$ cat config.mk
export PLATFORM = sky130hd
export DESIGN_NAME = color_marker_centroid_unit
export DESIGN_NICKNAME = d
export VERILOG_FILES = /design/src/cmc_pkg.sv /design/src/cmc_ctrl.sv /design/src/cmc_datapath.sv /design/src/color_marker_centroid_unit.sv
export SDC_FILE = /design/constraint.sdc
export NUM_CORES = 1
export LEC_CHECK = 0
export BUFFER_PORTS_ARGS = -buffer_cell sky130_fd_sc_hd__buf_2
export CAP_MARGIN = 10
export CORE_ASPECT_RATIO = 1.25
export CORE_MARGIN = 2
export CORE_UTILIZATION = 60
export CTS_CLUSTER_DIAMETER = 200
export DETAILED_ROUTE_END_ITERATION = 6
export GPL_TIMING_DRIVEN = 0
export HOLD_SLACK_MARGIN = 0.03
export PLACE_DENSITY_LB_ADDON = 0.3
export SETUP_SLACK_MARGIN = 0.4
export SYNTH_ARGS = -nofsm -noshare
export SYNTH_HDL_FRONTEND = slang
export SYNTH_SLANG_ARGS = --single-unit
$ cat constraint.sdc
create_clock -name i_clk -period 7.24 [get_ports i_clk]
set_input_delay 1.086 -clock i_clk [delete_from_list [all_inputs] [get_ports i_clk]]
set_output_delay 1.086 -clock i_clk [all_outputs]
set_load 0.005 [all_outputs]
$ cat src/cmc_pkg.sv
// ----------------------------------------------------------------------------
// Color marker centroid package
// Shared sizes, register indexes and controller/datapath interface types.
// ----------------------------------------------------------------------------
package cmc_pkg;

    // Image and field sizes.
    localparam int IMG_DIM  = 256;
    localparam int POS_W    = 8;
    localparam int CHAN_W   = 8;
    localparam int SUM_W    = 24;
    localparam int CNT_W    = 17;

    // Configuration port.
    localparam int CFG_IDX_W = 1;
    localparam int CFG_W     = 8;
    localparam logic [CFG_IDX_W-1:0] CFG_DARK_LIMIT   = 1'd0;
    localparam logic [CFG_IDX_W-1:0] CFG_BRIGHT_LIMIT = 1'd1;
    localparam logic [CFG_W-1:0]     DARK_RESET       = 8'd50;
    localparam logic [CFG_W-1:0]     BRIGHT_RESET     = 8'd200;

    // Mean division: one quotient bit per step, the mean is POS_W bits wide.
    localparam int DIV_STEPS = POS_W;
    localparam int STEP_W    = $clog2(DIV_STEPS);
    localparam int DVS_W     = CNT_W + DIV_STEPS - 1;

    // Accumulator lanes: start row, start col, end row, end col.
    localparam int N_LANES   = 4;
    localparam int N_MARKERS = 2;

    // Commands from the controller to the datapath.
    typedef struct packed {
        logic acc_en;   // add the accepted pixel to the accumulators
        logic load;     // copy sums into the divider and clear accumulators
        logic step;     // one restoring division step on every lane
        logic publish;  // write the means into the output register
    } t_ctrl_cmd;

    // Status from the datapath to the controller.
    typedef struct packed {
        logic out_free; // output register can take a new result this cycle
    } t_dp_status;

endpackage

$ cat src/cmc_ctrl.sv
// ----------------------------------------------------------------------------
// Color marker centroid controller
// Sequences pixel accumulation, mean division and result hand-off.
// ----------------------------------------------------------------------------
module cmc_ctrl (
    input  logic                  i_clk,
    input  logic                  i_rst_n,
    input  logic                  i_valid,
    input  logic                  i_last,
    output logic                  o_stall,
    input  cmc_pkg::t_dp_status   i_status,
    output cmc_pkg::t_ctrl_cmd    o_cmd
);

    localparam logic [1:0] S_ACC  = 2'd0;
    localparam logic [1:0] S_LOAD = 2'd1;
    localparam logic [1:0] S_DIV  = 2'd2;
    localparam logic [1:0] S_DONE = 2'd3;

    logic [1:0]                  r_state, n_state;
    logic [cmc_pkg::STEP_W-1:0]  r_step, n_step;
    logic                        accept;

    // Pixels are taken only while accumulating.
    assign o_stall = (r_state != S_ACC);
    assign accept  = i_valid && !o_stall;

    // Next state and step counter.
    always_comb begin
        n_state = r_state;
        n_step  = r_step;
        unique case (r_state)
            S_ACC: begin
                if (accept && i_last) begin
                    n_state = S_LOAD;
                end
            end
            S_LOAD: begin
                n_state = S_DIV;
                n_step  = '0;
            end
            S_DIV: begin
                n_step = r_step + 1'b1;
                if (r_step == cmc_pkg::STEP_W'(cmc_pkg::DIV_STEPS - 1)) begin
                    n_state = S_DONE;
                end
            end
            S_DONE: begin
                if (i_status.out_free) begin
                    n_state = S_ACC;
                end
            end
            default: begin
                n_state = S_ACC;
            end
        endcase
    end

    // Commands to the datapath.
    always_comb begin
        o_cmd.acc_en  = accept;
        o_cmd.load    = (r_state == S_LOAD);
        o_cmd.step    = (r_state == S_DIV);
        o_cmd.publish = (r_state == S_DONE) && i_status.out_free;
    end

    always_ff @(posedge i_clk) begin
        if (!i_rst_n) begin
            r_state <= S_ACC;
            r_step  <= '0;
        end else begin
            r_state <= n_state;
            r_step  <= n_step;
        end
    end

endmodule

$ cat src/cmc_datapath.sv
// ----------------------------------------------------------------------------
// Color marker centroid datapath
// Pixel classification, sum/count accumulators, restoring mean dividers,
// limit registers and the output register.
// ----------------------------------------------------------------------------
module cmc_datapath (
    input  logic                              i_clk,
    input  logic                              i_rst_n,
    input  logic                              i_cfg_we,
    input  logic [cmc_pkg::CFG_IDX_W-1:0]     i_cfg_idx,
    input  logic [cmc_pkg::CFG_W-1:0]         i_cfg_data,
    input  logic [cmc_pkg::CHAN_W-1:0]        i_blue,
    input  logic [cmc_pkg::CHAN_W-1:0]        i_green,
    input  logic [cmc_pkg::CHAN_W-1:0]        i_red,
    input  logic [cmc_pkg::POS_W-1:0]         i_row,
    input  logic [cmc_pkg::POS_W-1:0]         i_col,
    input  cmc_pkg::t_ctrl_cmd                i_cmd,
    output cmc_pkg::t_dp_status               o_status,
    output logic                              o_valid,
    input  logic                              i_stall,
    output logic [cmc_pkg::POS_W-1:0]         o_start_row,
    output logic [cmc_pkg::POS_W-1:0]         o_start_col,
    output logic                              o_start_found,
    output logic [cmc_pkg::POS_W-1:0]         o_end_row,
    output logic [cmc_pkg::POS_W-1:0]         o_end_col,
    output logic                              o_end_found
);

    localparam int LANES = cmc_pkg::N_LANES;
    localparam int MARKS = cmc_pkg::N_MARKERS;

    logic [cmc_pkg::CFG_W-1:0]   r_dark, r_bright;

    logic [cmc_pkg::SUM_W-1:0]   r_sum [LANES];
    logic [cmc_pkg::CNT_W-1:0]   r_cnt [MARKS];

    logic [cmc_pkg::SUM_W-1:0]   r_rem [LANES];
    logic [cmc_pkg::DVS_W-1:0]   r_dvs [MARKS];
    logic [cmc_pkg::POS_W-1:0]   r_quo [LANES];
    logic                        r_sat [LANES];
    logic                        r_found [MARKS];

    logic                        r_out_valid;
    logic [cmc_pkg::POS_W-1:0]   r_out_mean [LANES];
    logic                        r_out_found [MARKS];

    logic                        in_image, b_dark;
    logic                        hit [MARKS];
    logic [cmc_pkg::POS_W-1:0]   lane_pos [LANES];
    logic                        ge [LANES];
    logic [cmc_pkg::POS_W-1:0]   mean [LANES];

    // Configuration registers.
    always_ff @(posedge i_clk) begin
        if (!i_rst_n) begin
            r_dark   <= cmc_pkg::DARK_RESET;
            r_bright <= cmc_pkg::BRIGHT_RESET;
        end else if (i_cfg_we) begin
            if (i_cfg_idx == cmc_pkg::CFG_DARK_LIMIT) begin
                r_dark <= i_cfg_data;
            end
            if (i_cfg_idx == cmc_pkg::CFG_BRIGHT_LIMIT) begin
                r_bright <= i_cfg_data;
            end
        end
    end

    // Pixel classification; a pixel may meet both tests.
    always_comb begin
        in_image = ({1'b0, i_row} < (cmc_pkg::POS_W+1)'(cmc_pkg::IMG_DIM)) &&
                   ({1'b0, i_col} < (cmc_pkg::POS_W+1)'(cmc_pkg::IMG_DIM));
        b_dark = (i_blue < r_dark);
        hit[0] = in_image && b_dark && (i_green < r_dark) && (i_red > r_bright);
        hit[1] = in_image && b_dark && (i_red < r_dark) && (i_green > r_bright);
        lane_pos[0] = i_row;
        lane_pos[1] = i_col;
        lane_pos[2] = i_row;
        lane_pos[3] = i_col;
    end

    // Accumulators: cleared when their totals move into the divider.
    always_ff @(posedge i_clk) begin
        if (!i_rst_n) begin
            for (int l = 0; l < LANES; l++) begin
                r_sum[l] <= '0;
            end
            for (int m = 0; m < MARKS; m++) begin
                r_cnt[m] <= '0;
            end
        end else if (i_cmd.load) begin
            for (int l = 0; l < LANES; l++) begin
                r_sum[l] <= '0;
            end
            for (int m = 0; m < MARKS; m++) begin
                r_cnt[m] <= '0;
            end
        end else if (i_cmd.acc_en) begin
            for (int l = 0; l < LANES; l++) begin
                if (hit[l/2]) begin
                    r_sum[l] <= r_sum[l] + cmc_pkg::SUM_W'(lane_pos[l]);
                end
            end
            for (int m = 0; m < MARKS; m++) begin
                if (hit[m]) begin
                    r_cnt[m] <= r_cnt[m] + 1'b1;
                end
            end
        end
    end

    // Trial subtraction compare for each lane.
    always_comb begin
        for (int l = 0; l < LANES; l++) begin
            ge[l] = ({1'b0, r_rem[l]} >= (cmc_pkg::SUM_W+1)'(r_dvs[l/2]));
        end
    end

    // Restoring division, one quotient bit per step, most significant first.
    // A quotient above the mean range is flagged at load and saturates.
    always_ff @(posedge i_clk) begin
        if (i_cmd.load) begin
            for (int l = 0; l < LANES; l++) begin
                r_rem[l] <= r_sum[l];
                r_quo[l] <= '0;
                r_sat[l] <= ({1'b0, r_sum[l]} >=
                             {r_cnt[l/2], {cmc_pkg::DIV_STEPS{1'b0}}});
            end
            for (int m = 0; m < MARKS; m++) begin
                r_dvs[m]   <= {r_cnt[m], {(cmc_pkg::DIV_STEPS-1){1'b0}}};
                r_found[m] <= (r_cnt[m] != '0);
            end
        end else if (i_cmd.step) begin
            for (int l = 0; l < LANES; l++) begin
                if (ge[l]) begin
                    r_rem[l] <= r_rem[l] - cmc_pkg::SUM_W'(r_dvs[l/2]);
                end
                r_quo[l] <= {r_quo[l][cmc_pkg::POS_W-2:0], ge[l]};
            end
            for (int m = 0; m < MARKS; m++) begin
                r_dvs[m] <= r_dvs[m] >> 1;
            end
        end
    end

    // Final mean per lane: zero when the marker was not seen, all ones when saturated.
    always_comb begin
        for (int l = 0; l < LANES; l++) begin
            if (!r_found[l/2]) begin
                mean[l] = '0;
            end else if (r_sat[l]) begin
                mean[l] = '1;
            end else begin
                mean[l] = r_quo[l];
            end
        end
    end

    // Output register: holds a result until the transaction completes.
    assign o_status.out_free = !r_out_valid || !i_stall;

    always_ff @(posedge i_clk) begin
        if (!i_rst_n) begin
            r_out_valid <= 1'b0;
        end else if (i_cmd.publish) begin
            r_out_valid <= 1'b1;
        end else if (!i_stall) begin
            r_out_valid <= 1'b0;
        end
    end

    always_ff @(posedge i_clk) begin
        if (i_cmd.publish) begin
            for (int l = 0; l < LANES; l++) begin
                r_out_mean[l] <= mean[l];
            end
            for (int m = 0; m < MARKS; m++) begin
                r_out_found[m] <= r_found[m];
            end
        end
    end

    assign o_valid       = r_out_valid;
    assign o_start_row   = r_out_mean[0];
    assign o_start_col   = r_out_mean[1];
    assign o_start_found = r_out_found[0];
    assign o_end_row     = r_out_mean[2];
    assign o_end_col     = r_out_mean[3];
    assign o_end_found   = r_out_found[1];

endmodule

$ cat src/color_marker_centroid_unit.sv
// ----------------------------------------------------------------------------
// Color marker centroid unit
// Classifies a BGR pixel raster into start and end markers and reports the
// truncated centroid of each marker class at the end of every frame.
// ----------------------------------------------------------------------------
// Throughput: one pixel per cycle within a frame. After a pixel marked last
// the input stalls while the dividers are loaded, 8 restoring steps (one
// mean bit each) run and the result is published to the output register.
// The stall lasts longer, and the result is offered later, only while the
// previous result is still stalled in the output register.
// Synchronous active-low reset clears sums, counts and output valid; dark limit 50, bright 200.
module color_marker_centroid_unit (
    input  logic                              i_clk,
    input  logic                              i_rst_n,
    input  logic                              i_cfg_we,
    input  logic [cmc_pkg::CFG_IDX_W-1:0]     i_cfg_idx,
    input  logic [cmc_pkg::CFG_W-1:0]         i_cfg_data,
    input  logic                              i_valid,
    output logic                              o_stall,
    input  logic [cmc_pkg::CHAN_W-1:0]        i_blue,
    input  logic [cmc_pkg::CHAN_W-1:0]        i_green,
    input  logic [cmc_pkg::CHAN_W-1:0]        i_red,
    input  logic [cmc_pkg::POS_W-1:0]         i_row,
    input  logic [cmc_pkg::POS_W-1:0]         i_col,
    input  logic                              i_last,
    output logic                              o_valid,
    input  logic                              i_stall,
    output logic [cmc_pkg::POS_W-1:0]         o_start_row,
    output logic [cmc_pkg::POS_W-1:0]         o_start_col,
    output logic                              o_start_found,
    output logic [cmc_pkg::POS_W-1:0]         o_end_row,
    output logic [cmc_pkg::POS_W-1:0]         o_end_col,
    output logic                              o_end_found
);

    cmc_pkg::t_ctrl_cmd  cmd;
    cmc_pkg::t_dp_status status;

    // Frame sequencing.
    cmc_ctrl u_ctrl (
        .i_clk    (i_clk),
        .i_rst_n  (i_rst_n),
        .i_valid  (i_valid),
        .i_last   (i_last),
        .o_stall  (o_stall),
        .i_status (status),
        .o_cmd    (cmd)
    );

    // Accumulation, division and output register.
    cmc_datapath u_datapath (
        .i_clk         (i_clk),
        .i_rst_n       (i_rst_n),
        .i_cfg_we      (i_cfg_we),
        .i_cfg_idx     (i_cfg_idx),
        .i_cfg_data    (i_cfg_data),
        .i_blue        (i_blue),
        .i_green       (i_green),
        .i_red         (i_red),
        .i_row         (i_row),
        .i_col         (i_col),
        .i_cmd         (cmd),
        .o_status      (status),
        .o_valid       (o_valid),
        .i_stall       (i_stall),
        .o_start_row   (o_start_row),
        .o_start_col   (o_start_col),
        .o_start_found (o_start_found),
        .o_end_row     (o_end_row),
        .o_end_col     (o_end_col),
        .o_end_found   (o_end_found)
    );

endmodule

==> metrics.txt, run 1 <==
startpoint class of the critical path register; Mean Syn Cell Area 10.1 um2; via count 18.9k; hold_ws 465 ps; io pins 91; dpl hpwl 47600 um; CTS Hold Buffers Added 0; CTS tree done; row cnt 82; number of global-route vias before repair 18.8k; DR DRC count 0; worst r2r src u_ctrl.r_state[1]$_SDFFE_PN0P_; Hold Crit Class register to register; Final Hold Fails 0; CTS-repair resized insts 0; # fillers ~3.1k; max-cap violation count 0; post-route clock period utilization 67.2%; Die Y 228 um; Num CTS Buffers 40; Max IR drop VDD approximately 0.33 mV; Yosys reg bits 368; crit-path max FO 24; clock-pin slew on the worst setup and hold paths 60 ps; Via-to-Cell Ratio just over 6; hold_sp u_datapath.r_dark[6]$_SDFFE_PN0P_; async set-reset flop share out of synthesis 0%; main combinational cell family by area after synthesis simple AND/OR/NAND/NOR gates; Placed Instances 2974; setup violators final 0; status finished clean; pwr/cell area 447 nW/um2; Most used DFF post-synth edfxtp_1; Worst Path Required 7280 ps; RSZ-0062 raised after global routing no; GRT Residual Overflow 0; First DRT Iteration DRCs between 1k and 1.5k; clock skew about 25 ps; Mapped Area 24100 um2; Arrival @ worst endpoint 4900 ps; worst-path cell chain inv_1 > ha_1 > nor2b_1 > nand4b_1 > a21oi_1 > o21ai_2 > buf_6 > clkbuf_1 > clkbuf_1 > nand2_1; most frequent CP cell clkbuf_1; setup TNS 0 ps; die area 41800 um2; Max stage delay on crit path ~780 ps; Static Leakage approximately 11 nW; largest net degree at the start of global routing 45; Simple-Gate Fraction of Synth Area 15.3%; Clk Latency, worst-skew pair 560 ps; die width 183 um; first-pass GRT wire length 98500 um; Max Slew Vio Count 0; core area about 40000 um2; number of flops mapped to enable cells by yosys 322; worst-margin pin slew approximately 1100 ps; Synth Area in Compound Gates 14.6%; Critical Path End Type register; postcts setup bufs 0; multiplexer share of the synthesized area 3.19%; share of layout cells above drive strength 1 9.48%; Max Fclk just over 0.2 GHz; Syn Inst Count 2378; Post-DRT Antenna Nets 0; post-synthesis sequential area ratio 44.0%; Synth warnings 0; drt pass-1 iters 5; antenna violations before repair 8; Clock Path Buffers 3; XOR/XNOR Fraction of Synth Area under 10%; IO buf count 90; Crit-path slowest cell nand2_1; WS Path Type register to register; post-synth top area share 40.1%; total wire length 62700 um; Post-Syn Nets 2681; # clock sinks 368; non-filler cells, final roughly 3.1k; CTS root buf clkbuf_16; RD Place Congestion 0.975; CP Launch Point u_ctrl.r_state[1]$_SDFFE_PN0P_; Post-Synth Adder-Cell Area 13.1%; area leader, netlist edfxtp_1; final net count 2815; Unique masters post-synth 68; max_slew headroom a little over a quarter; # H-tree levels 2; Total GRT Usage 30.0%; fin crit period 4860 ps; Initial Util 60.5%; Synth-to-Final Area Change 10.2%; WL/cell 20.5 um; Area contributors post-synth edfxtp_1 40%, ha_1 12%, xnor2_1 4.0%
==> path summary, 6_finish.rpt <==
path	endpoint	slack (ps)	depth (start not counted)
max reg2reg	u_datapath.r_sum[3][20]$_SDFFCE_PN0P_	2380	10
min	u_datapath.r_dark[6]$_SDFFE_PN0P_	460	2
min reg2reg	u_datapath.r_dark[6]$_SDFFE_PN0P_	460	2
max	u_datapath.r_sum[3][20]$_SDFFCE_PN0P_	2380	10
==> critical path, delay by kind of cell (launching register included) <==
family	cells	cell delay [ps]
DFF	1	340
AOI/OAI and AO/OA	2	330
adders and majority gates	1	730
buffers and inverters	4	1430
and+or+nand+nor	3	1520
==> power by group <==
group          leakage (nW)  internal (mW)  total, mW  switching, mW
clock network         0.631           1.18       2.03          0.852
logic                  6.37           2.40       6.05           3.65
registers              3.56           3.34       3.77          0.434
total                  10.6           6.92       11.9           4.94
==> area by class of cell <==
cell class                 count  area (um2)  area share [%]
antenna                        8        20.0          0.0754
buffer                        75         322            1.21
clock buffer                  54        1110            4.17
clock inverter                18         174           0.655
inverter                     178         668            2.52
multi-input combinational   1757       12500            47.2
sequential                   368       10600            39.9
tap                          504         631            2.38
timing repair buffer          92         498            1.88
==> synth_stat cells, types with 40 or more instances <==
| master | count |
|---|---|
| edfxtp_1 | 322 |
| ha_1 | 240 |
| inv_1 | 175 |
| nor2_1 | 168 |
| nand2_1 | 153 |
| a21oi_1 | 144 |
| o21ai_0 | 134 |
| xnor2_1 | 109 |
| nand3_1 | 87 |
| a21o_1 | 60 |
| o21a_1 | 59 |
| mux2_2 | 55 |
| clkbuf_1 | 52 |
| and2_1 | 51 |
| xor2_1 | 48 |
| dfxtp_1 | 46 |
| nor2b_1 | 45 |
| nand4_1 | 40 |
==> cells by family after synthesis <==
group	count (synthesis)
and+or+nand+nor	728
AOI/OAI and AO/OA	554
DFF	368
buffers and inverters	253
adders and majority gates	248
xor gates and xnor gates	157
muxes	70
==> metal layers <==
metal  vias up  track usage (%)  share of wire, %
met4         0             17.7               6.3
met2       662             52.5                50
li1       8992                -                 -
met1      9012             35.4                38
met5         -                0                 0
met3       198             3.58               4.9
==> layout by cell type (no fill, tap or decap), drive strengths merged, types with 21 or more instances in the layout <==
master	count
edfxtp	322
ha	240
inv	179
nor2	168
nand2	153
a21oi	144
o21ai	141
buf	115
xnor2	109
clkbuf	106
nand3	87
a21o	60
o21a	59
mux2	55
and2	51
xor2	48
dfxtp	46
nor2b	45
nand4	40
and3	35
nor3	33
nand2b	31
a21boi	22
o31ai	21
==> registers in the layout, indices dropped and copies added (netlist names) <==
register                cells
u_ctrl.r_state              2
u_datapath.r_sat            4
u_datapath.r_out_found      2
u_datapath.o_valid          1
u_datapath.r_bright         8
u_datapath.r_sum           96
u_ctrl.r_step               3
u_datapath.r_dvs           48
u_datapath.r_dark           8
u_datapath.r_quo           32
u_datapath.r_out_mean      32
u_datapath.r_cnt           34
u_datapath.r_found          2
u_datapath.r_rem           96
==> per-stage QoR <==
stage | power [mW] | util, % | setup WS, ps | area, um2
CTS | 11.8 | 66.6 | 2350 | 26500
global route | 12.7 | 66.7 | 2070 | 26500
global placement | 9.45 | 63.2 | 1420 | 25200
floorplan | 8.13 | - | 3160 | 24100
finish | 11.9 | 66.7 | 2380 | 26500
detailed placement | 9.70 | 63.4 | 2110 | 25200
Note: power is estimated with default switching activity, not from simulation.
==> inputs of run 2 (changes only) <==
==> constraint.sdc (replaced) <==
create_clock -name i_clk -period 4.86 [get_ports i_clk]
set_input_delay 0.729 -clock i_clk [delete_from_list [all_inputs] [get_ports i_clk]]
set_output_delay 0.729 -clock i_clk [all_outputs]
set_load 0.005 [all_outputs]
==> metrics.txt, run 2 (same netlist as run 1, synthesis figures left out) <==
CP Launch Point u_ctrl.r_state[1]$_SDFFE_PN0P_; Static Leakage 10.6 nW (unchanged); First DRT Iteration DRCs 1473 (+6.7%); worst-margin pin slew 1090 ps (-8.12 ps); final net count 2815 (unchanged); Max Fclk 0.240 GHz (+17%); Num CTS Buffers 40 (unchanged); DP Worst Slack -37.2 ps (-2150 ps); worst setup path end u_datapath.r_cnt[0][28]$_SDFFCE_PN0P_; Final Hold Fails 0 (unchanged); Max Slew Vio Count 0 (unchanged); max-cap violation count 0 (unchanged); post-route clock period utilization 85.9% (+19 points); number of global-route vias before repair 18.8k (+0.016%); most common cell after layout, fill and taps aside edfxtp_1; Hold Crit Class input port to register; antenna violations before repair 9 (+1); status finished clean; Clk Latency, worst-skew pair 560 ps (about the same); row cnt 82 (unchanged); clock-pin slew on the worst setup and hold paths 60 ps (about the same); dpl hpwl 47600 um (unchanged); setup violators final 0 (unchanged); WS Path Type register to register; crit-path max FO 17 (-29%); CTS Hold Buffers Added 0 (unchanged); worst r2r path cells 10 (unchanged); drt pass-1 iters 6 (+1); # H-tree levels 2 (unchanged); CTS tree done; clock skew 25.8 ps (+0.734 ps); # clock sinks 368 (unchanged); Max IR drop VDD 0.496 mV (+48%); Regs by FF count u_datapath.r_rem x96, u_datapath.r_sum x96, u_datapath.r_dvs x48; pwr/cell area 665 nW/um2 (+49%); Die Y 228 um (unchanged); die area 41800 um2 (unchanged); core area 39800 um2 (unchanged); Clock Path Buffers 3 (unchanged); GRT Residual Overflow 0 (unchanged); Post-DRT Antenna Nets 0 (unchanged); Total GRT Usage 30.0% (about the same); worst r2r src u_ctrl.r_state[1]$_SDFFE_PN0P_; WL/cell 20.5 um (about the same); io pins 91 (unchanged); CTS root buf clkbuf_16; largest net degree at the start of global routing 45 (unchanged); startpoint class of the critical path register; Critical Path End Type register; post-route setup slack 687 ps (-1690 ps); # fillers 3087 (+0.065%); FF-to-FF End u_datapath.r_cnt[0][28]$_SDFFCE_PN0P_; Arrival @ worst endpoint 4300 ps (-600 ps); total wire length 62700 um (about the same); fin crit period 4170 ps (-690 ps); share of layout cells above drive strength 1 9.60% (+0.12 points); Worst Path Required 4990 ps (-2290 ps); setup slack, reg-to-reg 690 ps (-1690 ps); Via-to-Cell Ratio 6.17 (about the same); DR DRC count 0 (unchanged); first-pass GRT wire length 98600 um (about the same); die width 183 um (unchanged); Synth-to-Final Area Change 10.2% (about the same); RD Place Congestion 0.975 (unchanged); Power, Total 17.7 mW (+49%); IO buf count 90 (unchanged); via count 18.9k (-0.058%); max_slew headroom 27.3% (+0.54 points); RSZ-0062 raised after global routing no; commonest cells after routing, fill and taps aside 322 x edfxtp_1, 238 x ha_1, 175 x inv_1; Initial Util 60.5% (unchanged)
==> run 2: cell counts in the layout (fill, tap and decap cells not counted) <==
No cell type changed its count.
==> run 2: worst min-delay path by stage <==
stage	cells past startpoint	to	start
3_5_place_dp	2	u_datapath.r_dark[6]$_SDFFE_PN0P_	u_datapath.r_dark[6]$_SDFFE_PN0P_
3_3_place_gp	2	u_datapath.r_bright[4]$_SDFFE_PN0P_	u_datapath.r_bright[4]$_SDFFE_PN0P_
5_1_grt	3	u_datapath.r_dark[5]$_SDFFE_PN1P_	i_cfg_data[5]
6_report	3	u_datapath.r_dark[1]$_SDFFE_PN1P_	i_cfg_data[1]
2_1_floorplan	0	u_datapath.r_out_found[0][0]$_DFFE_PP_	u_datapath.r_found[0][0]$_DFFE_PP_
4_1_cts	3	u_datapath.r_dark[1]$_SDFFE_PN1P_	i_cfg_data[1]
==> run 2: critical path, cell delays in order, from the launching register on <==
cell and delay (ps):
dfxtp_1 340, inv_1 140, ha_2 500, nor2b_2 240, nand4b_1 240, a21oi_1 110, o21ai_2 210, buf_6 170
clkbuf_1 570, clkbuf_1 570, nand2_1 640
==> run 2: report_power, final <==
group | switching (mW) | internal, mW
logic | 5.44 | 3.58
clock network | 1.27 | 1.76
registers | 0.647 | 4.97
==> run 2: final cells by class <==
cell class,count,area (um2),share of cell area [%]
diodes,8,20.0,0.0754
plain buffers,75,322,1.21
clock buffers,54,1110,4.17
clock inverters,18,174,0.655
inverters,178,668,2.52
multi-input cells,1757,12500,47.2
flip-flops and latches,368,10600,39.9
well taps,504,631,2.38
repair buffers,92,498,1.88
==> run 2: through the flow <==
stage / area [um2] / setup TNS (ps) / std cells / util [%] / hold slack, ps
3_5_place_dp: 25200 / -838 / 2974 / 63.4 / 462
6_report: 26600 / 0 / 3054 / 66.7 / 449
2_1_floorplan: 24100 / 0 / 2378 / - / 424
3_3_place_gp: 25200 / -20320 / 2972 / 63.2 / 453
4_1_cts: 26500 / 0 / 3046 / 66.6 / 438
5_1_grt: 26500 / 0 / 3052 / 66.7 / 449
==> run 2: metal layers <==
layer	vias up	GRT usage (%)	wire, um
li1	8986	-	-
met1	9001	35.4	24000
met2	673	52.5	31600
met3	193	3.58	3220
met4	0	17.7	3860
met5	-	0	0
==> run 2: repair_timing <==
action                                  4_1_cts  5_1_grt
endpoints found under the setup margin       97        0
gates resized for setup                       3        0
buffers inserted                              0        0
